File: config.mk
export PLATFORM = sky130hd
export DESIGN_NAME = uuid_text_to_bytes_parser_top
export DESIGN_NICKNAME = d
export VERILOG_FILES = /design/src/design/uuidp_pkg.sv /design/src/design/uuidp_decode.sv /design/src/design/uuid_text_to_bytes_parser_top.sv
export SDC_FILE = /design/constraint.sdc
export NUM_CORES = 1
export LEC_CHECK = 0
export ABC_AREA = 0
export BUFFER_PORTS_ARGS = -buffer_cell sky130_fd_sc_hd__buf_2
export CORE_ASPECT_RATIO = 0.5
export CORE_MARGIN = 1.5
export CORE_UTILIZATION = 40
export DETAILED_ROUTE_END_ITERATION = 10
export HOLD_SLACK_MARGIN = 0.03
export PLACE_DENSITY = 0.6
export SETUP_SLACK_MARGIN = 0.02
export SYNTH_ARGS = -nofsm -noshare
export SYNTH_HDL_FRONTEND = slang
export SYNTH_HIERARCHICAL = 1
export SYNTH_SLANG_ARGS = --single-unit
File: constraint.sdc
create_clock -name i_clk -period 8.7 [get_ports i_clk]
set_clock_uncertainty 0.1 [all_clocks]
set_input_delay 0.435 -clock i_clk [delete_from_list [all_inputs] [get_ports i_clk]]
set_output_delay 0.435 -clock i_clk [all_outputs]
set_load 0.1 [all_outputs]
File: src/design/uuidp_pkg.sv
// Shared types and constants for the UUID text parser.
// No dependencies; used by uuidp_decode and uuid_text_to_bytes_parser_top.
package uuidp_pkg;

    localparam int unsigned PosW    = 6;
    localparam int unsigned NibW    = 4;
    localparam int unsigned IdxW    = 4;
    localparam int unsigned CharW   = 8;

    localparam logic [PosW-1:0]  TextLen   = 6'd36;
    localparam logic [PosW-1:0]  LastPos   = 6'd35;
    localparam logic [PosW-1:0]  DashPos0  = 6'd8;
    localparam logic [PosW-1:0]  DashPos1  = 6'd13;
    localparam logic [PosW-1:0]  DashPos2  = 6'd18;
    localparam logic [PosW-1:0]  DashPos3  = 6'd23;

    localparam logic [CharW-1:0] ChDash    = 8'h2D;
    localparam logic [CharW-1:0] ChZero    = 8'h30;
    localparam logic [CharW-1:0] ChNine    = 8'h39;
    localparam logic [CharW-1:0] ChLowA    = 8'h61;
    localparam logic [CharW-1:0] ChLowF    = 8'h66;

    // status codes carried with the done flag
    localparam logic StatusOk      = 1'b0;
    localparam logic StatusInvalid = 1'b1;

    // per-character classification handed from the decoder to the top
    typedef struct packed {
        logic            beyond;    // position at or past the text length
        logic            dash_slot; // position must hold a dash
        logic            is_dash;
        logic            is_hex;    // lowercase hex digit
        logic [NibW-1:0] nibble;
        logic            low_digit; // second digit of a pair
        logic [IdxW-1:0] byte_idx;
    } t_char_info;

endpackage

File: src/design/uuidp_decode.sv
// Character classifier: hex value, dash check and byte index from the position.
// Depends on uuidp_pkg.
module uuidp_decode (
    input  logic [uuidp_pkg::CharW-1:0] i_char,
    input  logic [uuidp_pkg::PosW-1:0]  i_pos,
    output uuidp_pkg::t_char_info       o_info
);

    logic                       w_digit;
    logic                       w_alpha;
    logic [uuidp_pkg::CharW-1:0] w_dig_off;
    logic [uuidp_pkg::CharW-1:0] w_alp_off;
    logic [uuidp_pkg::PosW-1:0]  w_hex_idx;
    logic [uuidp_pkg::PosW-1:0]  w_skip;

    assign w_digit   = (i_char >= uuidp_pkg::ChZero) && (i_char <= uuidp_pkg::ChNine);
    assign w_alpha   = (i_char >= uuidp_pkg::ChLowA) && (i_char <= uuidp_pkg::ChLowF);
    assign w_dig_off = i_char - uuidp_pkg::ChZero;
    assign w_alp_off = i_char - uuidp_pkg::ChLowA + 8'd10;

    // dashes already passed before this position
    assign w_skip = {5'd0, (i_pos > uuidp_pkg::DashPos0)}
                  + {5'd0, (i_pos > uuidp_pkg::DashPos1)}
                  + {5'd0, (i_pos > uuidp_pkg::DashPos2)}
                  + {5'd0, (i_pos > uuidp_pkg::DashPos3)};
    assign w_hex_idx = i_pos - w_skip;

    always_comb begin
        o_info.beyond    = (i_pos >= uuidp_pkg::TextLen);
        o_info.dash_slot = (i_pos == uuidp_pkg::DashPos0) || (i_pos == uuidp_pkg::DashPos1)
                        || (i_pos == uuidp_pkg::DashPos2) || (i_pos == uuidp_pkg::DashPos3);
        o_info.is_dash   = (i_char == uuidp_pkg::ChDash);
        o_info.is_hex    = w_digit || w_alpha;
        o_info.nibble    = w_digit ? w_dig_off[uuidp_pkg::NibW-1:0]
                                   : w_alp_off[uuidp_pkg::NibW-1:0];
        o_info.low_digit = w_hex_idx[0];
        o_info.byte_idx  = w_hex_idx[uuidp_pkg::IdxW:1];
    end

endmodule

File: src/design/uuid_text_to_bytes_parser_top.sv
// Top level of the UUID text parser: string state, result register, handshakes.
// Depends on uuidp_pkg and uuidp_decode.
//
//  channel  | dir | tdata                          | tuser                   | tlast
//  s_axis   | in  | [7:0] char_code                | -                       | end_of_text
//  m_axis   | out | [7:0] data_byte,[11:8] byte_index | [0] byte_valid,[1] status | done_res
//
// One character per cycle; its result (if any) appears on m_axis the cycle after.
// The result path holds one register: character state updates and the result register load
// in the same edge. s_axis_tready drops only while a result waits and m_axis_tready
// is low. Synchronous active-low reset clears the string state and the result valid.
module uuid_text_to_bytes_parser_top (
    input  logic        i_clk,
    input  logic        i_rst_n,
    input  logic        s_axis_tvalid,
    output logic        s_axis_tready,
    input  logic [7:0]  s_axis_tdata,   // [7:0] char_code
    input  logic        s_axis_tlast,   // end_of_text
    output logic        m_axis_tvalid,
    input  logic        m_axis_tready,
    output logic [15:0] m_axis_tdata,   // [7:0] data_byte, [11:8] byte_index, zero pad
    output logic [1:0]  m_axis_tuser,   // [0] byte_valid, [1] status
    output logic        m_axis_tlast    // done_res
);

    uuidp_pkg::t_char_info w_info;

    logic [uuidp_pkg::PosW-1:0] r_pos, n_pos;
    logic [uuidp_pkg::NibW-1:0] r_high, n_high;
    logic                       r_err, n_err;

    logic                       r_out_valid, n_out_valid;
    logic [7:0]                 r_byte;
    logic [uuidp_pkg::IdxW-1:0] r_idx;
    logic                       r_bvalid;
    logic                       r_done;
    logic                       r_status;

    logic w_accept;
    logic w_bad_char;
    logic w_emit;
    logic w_result;
    logic w_err_all;

    uuidp_decode u_decode (
        .i_char (s_axis_tdata),
        .i_pos  (r_pos),
        .o_info (w_info)
    );

    assign s_axis_tready = !r_out_valid || m_axis_tready;
    assign w_accept      = s_axis_tvalid && s_axis_tready;

    assign w_bad_char = w_info.beyond
                     || (w_info.dash_slot && !w_info.is_dash)
                     || (!w_info.dash_slot && !w_info.is_hex);
    assign w_emit     = !w_bad_char && !w_info.dash_slot && w_info.low_digit && !r_err;
    assign w_result   = w_emit || s_axis_tlast;
    assign w_err_all  = r_err || w_bad_char;

    always_comb begin
        n_pos  = r_pos;
        n_high = r_high;
        n_err  = r_err;
        if (w_accept) begin
            if (s_axis_tlast) begin
                n_pos  = '0;
                n_high = '0;
                n_err  = 1'b0;
            end else begin
                n_err = w_err_all;
                if (!w_info.beyond) begin
                    n_pos = r_pos + 6'd1;
                end
                if (!w_bad_char && !w_info.dash_slot && !w_info.low_digit) begin
                    n_high = w_info.nibble;
                end
            end
        end
    end

    always_comb begin
        n_out_valid = r_out_valid;
        if (w_accept && w_result) begin
            n_out_valid = 1'b1;
        end else if (m_axis_tready) begin
            n_out_valid = 1'b0;
        end
    end

    always_ff @(posedge i_clk) begin
        if (!i_rst_n) begin
            r_pos       <= '0;
            r_high      <= '0;
            r_err       <= 1'b0;
            r_out_valid <= 1'b0;
        end else begin
            r_pos       <= n_pos;
            r_high      <= n_high;
            r_err       <= n_err;
            r_out_valid <= n_out_valid;
        end
    end

    // result payload, loaded with each produced item
    always_ff @(posedge i_clk) begin
        if (w_accept && w_result) begin
            r_byte   <= w_emit ? {r_high, w_info.nibble} : 8'd0;
            r_idx    <= w_emit ? w_info.byte_idx : '0;
            r_bvalid <= w_emit;
            r_done   <= s_axis_tlast;
            if (s_axis_tlast && (w_err_all || (r_pos != uuidp_pkg::LastPos))) begin
                r_status <= uuidp_pkg::StatusInvalid;
            end else begin
                r_status <= uuidp_pkg::StatusOk;
            end
        end
    end

    assign m_axis_tvalid = r_out_valid;
    assign m_axis_tdata  = {4'd0, r_idx, r_byte};
    assign m_axis_tuser  = {r_status, r_bvalid};
    assign m_axis_tlast  = r_done;

    a_pos_bounded : assert property (@(posedge i_clk) disable iff (!i_rst_n)
        r_pos <= uuidp_pkg::TextLen)
        else $error("character position beyond text length");

    a_last_clears : assert property (@(posedge i_clk) disable iff (!i_rst_n)
        w_accept && s_axis_tlast |=> (r_pos == '0) && !r_err && r_out_valid)
        else $error("string state not cleared after final item");

    a_status_with_done : assert property (@(posedge i_clk) disable iff (!i_rst_n)
        r_out_valid && (r_status == uuidp_pkg::StatusInvalid) |-> r_done)
        else $error("invalid status without done");

    a_no_byte_fields : assert property (@(posedge i_clk) disable iff (!i_rst_n)
        r_out_valid && !r_bvalid |-> (r_byte == 8'd0) && (r_idx == '0))
        else $error("byte fields set without a byte");

    a_no_emit_after_err : assert property (@(posedge i_clk) disable iff (!i_rst_n)
        w_accept && r_err |=> !(r_out_valid && r_bvalid))
        else $error("byte emitted after an error");

endmodule
# After elaboration in Yosys (flattened, before gate mapping)
# Cells that the tools add are included.
# W data, S select, Z words.
# op_classes
addsub	8
n_mul	0
div	0
n_lt_le_gt_ge	9
n_eq_ne	7
n_shift	0
n_mux	9
bitwise_logic	0
n_reduce_logical	32
# ops
operator	n
$eq A6 B4 Y1 const B	2
$eq A6 B5 Y1 const B	2
$gt A6 B4 Y1 const B	2
$gt A6 B5 Y1 const B	2
$mux W4	3
$mux W6	2
$logic_and A1 B1 Y1	11
$add A5 B1 Y5	2
$logic_or A1 B1 Y1	10
$eq A8 B6 Y1 const B	1
$ge A8 B6 Y1 const B	1
$ge A8 B7 Y1 const B	1
$le A8 B6 Y1 const B	1
$le A8 B7 Y1 const B	1
$sub A4 B1 Y4 const B	2
$logic_not A1 Y1	7
$add A6 B1 Y6 const B	1
$ge A6 B6 Y1 const B	1
$ne A6 B6 Y1 const B	1
$sub A5 B5 Y5	1
$add A4 B4 Y4 const B	1
$mux W1	4
$reduce_and A2 Y1	2
$reduce_bool A2 Y1	2
other kinds (2)	2
# totals
register_bits	27
latch_bits	0
mem_bits_rw	0
mem_bits_ro	0
elab_cells	74
mem_count	0

# Depth between registers and ports, before layout
# depth
ltp_word	14
ltp_mapped	14
ltp_nobuf	13

# Hierarchy
# The synthesis kept the hierarchy.
# modules_own_cells
module	n_inst	cells_per_inst	area_per_inst_um2
uuid_text_to_bytes_parser_top	1	107	1249.9
uuidp_decode	1	69	548.0

# Worst setup path after synthesis
# No wires, ideal clock.
# synth_path
path_type	register to register
from	register r_pos[3] (netlist name)
to	register r_done (netlist: m_axis_tlast) (enable)
setup_ps	386
t_arrival_ps	3680
required_time_ps	8214
slack_ps	4533
path_stages_with_launch	15
n_path_buf	2
period_less_slack_ps	4167
cell_sequence	dfxtp_1 clkbuf_1 nor2_1 o21ai_0 a21oi_1 fa_1 inv_1 fa_1 fa_1 inv_1 nand3b_1 nor3_2 buf_2 nor2_1 nor2_1
# synth_rtl
element	line_no	text
start: declaration	uuid_text_to_bytes_parser_top.sv:28	logic [uuidp_pkg::PosW-1:0] r_pos, n_pos;
start signal: assignment	uuid_text_to_bytes_parser_top.sv:98	r_pos <= n_pos;
end signal: assignment	uuid_text_to_bytes_parser_top.sv:111	r_done <= s_axis_tlast;
end: declaration	uuid_text_to_bytes_parser_top.sv:36	logic r_done;

==> results.yml <==
timing:
  hold_viol: 0
  rsz0062_at_grt: "false"
  max_slew_margin_pct: 18.1
  layout_min_cycle_time_ps: 4740
  setup_viol: 0
  max_freq_ghz: 0.211
  finalCritPeriodShare_pct: 54.5
  worst-slew-pin-transition_ps: 1220
  finalSetupTns_ps: 0
  drv_slew: 0
critical_path:
  worstReg2RegStart: "r_pos[2]"
  setup.worst_path.start_class: "register"
  path_common_cell: "fa_1"
  crit_start: "r_pos[2]"
  crit_path_max_fanout: 17
  cp_data_required_time_ps: 8490
  endpoint: "r_idx[0]"
  worstSetupPathType: "register to register"
  r2r_cells: 10
  worstReg2RegEnd: "r_idx[0]"
  crit_chain: "a311oi_1 -> fa_1 -> inv_1 -> fa_1 -> fa_1 -> inv_1 -> nand3b_1 -> nor3_2 -> nor2_1 -> nor2_1"
  cp_slowest_stage_delay_ps: 940
  cp-end-kind: "register"
  slowest_stage: "nor2_1"
  r2r_slack_ps: 3960
  crit_arrival_ps: 4530
clock_network:
  htree_levels: 1
  clk_pin_slew_ps: 80
  clock_path_buffers: 2
  clock_sinks: 27
  post_cts_buffers: 0
  ctsHoldBuffers: 0
  cts_tree: "built"
  cts_buffers: 3
  root_buffer: "clkbuf_8"
  cts.repair.resized: 0
  insertion_delay_ps: 270
routing:
  firstDrtPassIters: 4
  drt_iter0_markers: 54
  remaining_drc_errors: 0
  wl_per_cell_um: 12.6
  routed_wl_um: 3210
  via_per_inst: 5.15
  vias: 1309
  antenna_left: 0
finish:
  fin_area_mm2: 0.00200
  layout_commonest_cell: "buf_2"
  fin_nets: 226
  nFillCells: 388
  layout.cells.non_filler: 254
  synthToLayoutAreaGrowth_pct: 11.1
  drive_gt1_share_pct: 22.0
  layout_common_cells: "29 x buf_2, 15 x edfxtp_1, 12 x and2_1, 12 x dfxtp_1, 12 x inv_1"
  antennaDiodeCount: 0
global_routing:
  antenna_found_initial: 0
  grt_busiest_layer: "met2"
  grtUsageMet1_pct: 17.6
  grtUsageTotal_pct: 13.8
  met2_usage_pct: 23.6
  first_global_vias: 1185
  grt_use_met3_pct: 3.90
  grt_max_degree: 18
  overflow: 0
  grt_pass1_wl_um: 5430
place:
  portBuffers: 29
  gp_congestion: 0.722
  placed_cell_area_mm2: 0.00195
  hpwlAfterDp_um: 2490
  place_inst: 250
logic_synthesis:
  avgSynthCellArea_um2: 10.2
  synth_cell_type_count: 53
  synth-seq-cells: 27
  ys_warn_count: 6
  netlist_top_cells_area: "edfxtp_1 25%, dfxtp_1 13%, fa_1 5.6%"
  synth-edff-count: 15
  netlist_instances: 176
  syn_area_mm2: 0.00180
  yosysTopAreaCellShare_pct: 25.1
  synth-main-ff-cell: "edfxtp_1"
  yosysTopAreaCell: "edfxtp_1"
  yosysSeqAreaShare_pct: 38.4
  synth-async-reset-ratio_pct: 0
power_and_ir_drop:
  ir_drop_mv: 0.0512
  seq_power_share_pct: 52.6
  p_int_mw: 0.182
  powerDensity_mw_per_mm2: 133
  p_sw_mw: 0.0830
  combPwrFrac_pct: 21.4
  p_total_mw: 0.265
  p_leak_nw: 0.804
  netSwitchingFraction_pct: 31.3
  clkPwrFrac_pct: 26.0
die:
  core_area_mm2: 0.00410
  start_util_pct: 43.8
  rows: 16
  dieHeight_um: 50.4
  num_io_pins: 34
  dieWidth_um: 97.8
  dieArea_mm2: 0.00493
job:
  drv_cap: 0
hold_path:
  min_path_type: "input port to register"
outcome:
  status: "finished, final reports clean"
==> layout make-up <==
type | count | area, um^2 | area share [%]
Clock inverter | 1 | 5.00 | 0.250
Tap cell | 54 | 67.6 | 3.38
Sequential cell | 27 | 691 | 34.6
Clock buffer | 3 | 41.3 | 2.07
Multi-Input combinational cell | 126 | 991 | 49.6
Inverter | 14 | 57.6 | 2.88
Timing Repair Buffer | 29 | 145 | 7.26
==> logic make-up (layout without fill, tap and decap cells) <==
group	Yosys count	after routing	synth area share, %
adder cells (fa/ha/maj)	12	12	10.4
buffers and inverters	26	47	7.10
AND/OR/NAND/NOR	60	60	23.1
flip-flops	27	27	38.4
multiplexers	4	4	2.78
AO/OA/AOI/OAI	41	41	15.5
other	1	4	0.209
XOR/XNOR	5	5	2.44
==> worst min-delay path by stage <==
stage	startpoint	end	slack (ps)	depth (start not counted)
2_1_floorplan	r_pos[4]	r_pos[4]	380	2
3_3_place_gp	r_high[2]	r_high[2]	400	2
3_5_place_dp	r_high[1]	r_high[1]	430	2
4_1_cts	s_axis_tvalid	m_axis_tvalid	380	3
5_1_grt	m_axis_tready	m_axis_tvalid	380	4
6_report	s_axis_tvalid	m_axis_tvalid	390	3
==> synthesized netlist by cell type, types with 3 or more instances <==
cell      count
a21boi_1      5
a21oi_1       6
a22oi_1       5
a41oi_1       3
and2_1       12
buf_4         6
clkbuf_1      4
dfxtp_1      12
edfxtp_1     15
fa_1          5
ha_1          7
inv_1        12
nand2_1       5
nand2b_1      4
nand3b_1      4
nand4_1       3
nor2_1        7
nor2b_1       6
nor4b_1       3
o21ai_0       8
or4_1         3
xnor2_1       3
==> power by group through the flow <==
stage / clock (mW) / combinational (mW) / sequential (mW)
floorplan: 0 / 0.0299 / 0.160
global placement: 0 / 0.0567 / 0.143
detailed placement: 0 / 0.0569 / 0.143
CTS: 0.0725 / 0.0570 / 0.140
global route: 0.0773 / 0.0603 / 0.140
finish: 0.0690 / 0.0568 / 0.140
==> worst max-delay path, delay by kind of cell (launching register included) <==
family	cells	cell delay [ps]
simple gates	4	1640
fa+ha+maj	3	1560
flops	1	670
compound gates	1	230
buf+inv	2	180
==> metrics by stage <==
step / util, % / hold WS, ps / worst slack (ps)
2_1_floorplan: - / 380 / 4530
3_3_place_gp: 47.6 / 404 / 4140
3_5_place_dp: 47.6 / 426 / 3960
4_1_cts: 48.7 / 377 / 3950
5_1_grt: 48.7 / 385 / 3610
6_report: 48.7 / 386 / 3960
==> state kept, by name, indices dropped and copies added (netlist names) <==
register,cells
m_axis_tlast,1
r_err,1
r_byte,8
r_idx,4
r_status,1
r_bvalid,1
r_high,4
r_pos,6
m_axis_tvalid,1
==> metal layers <==
layer | vias to the layer above | wire [um]
li1 | 667 | -
met1 | 611 | 1560
met2 | 29 | 1480
met3 | 2 | 140
met4 | 0 | 25
met5 | - | 0
Power figures use the tool's default switching activity.
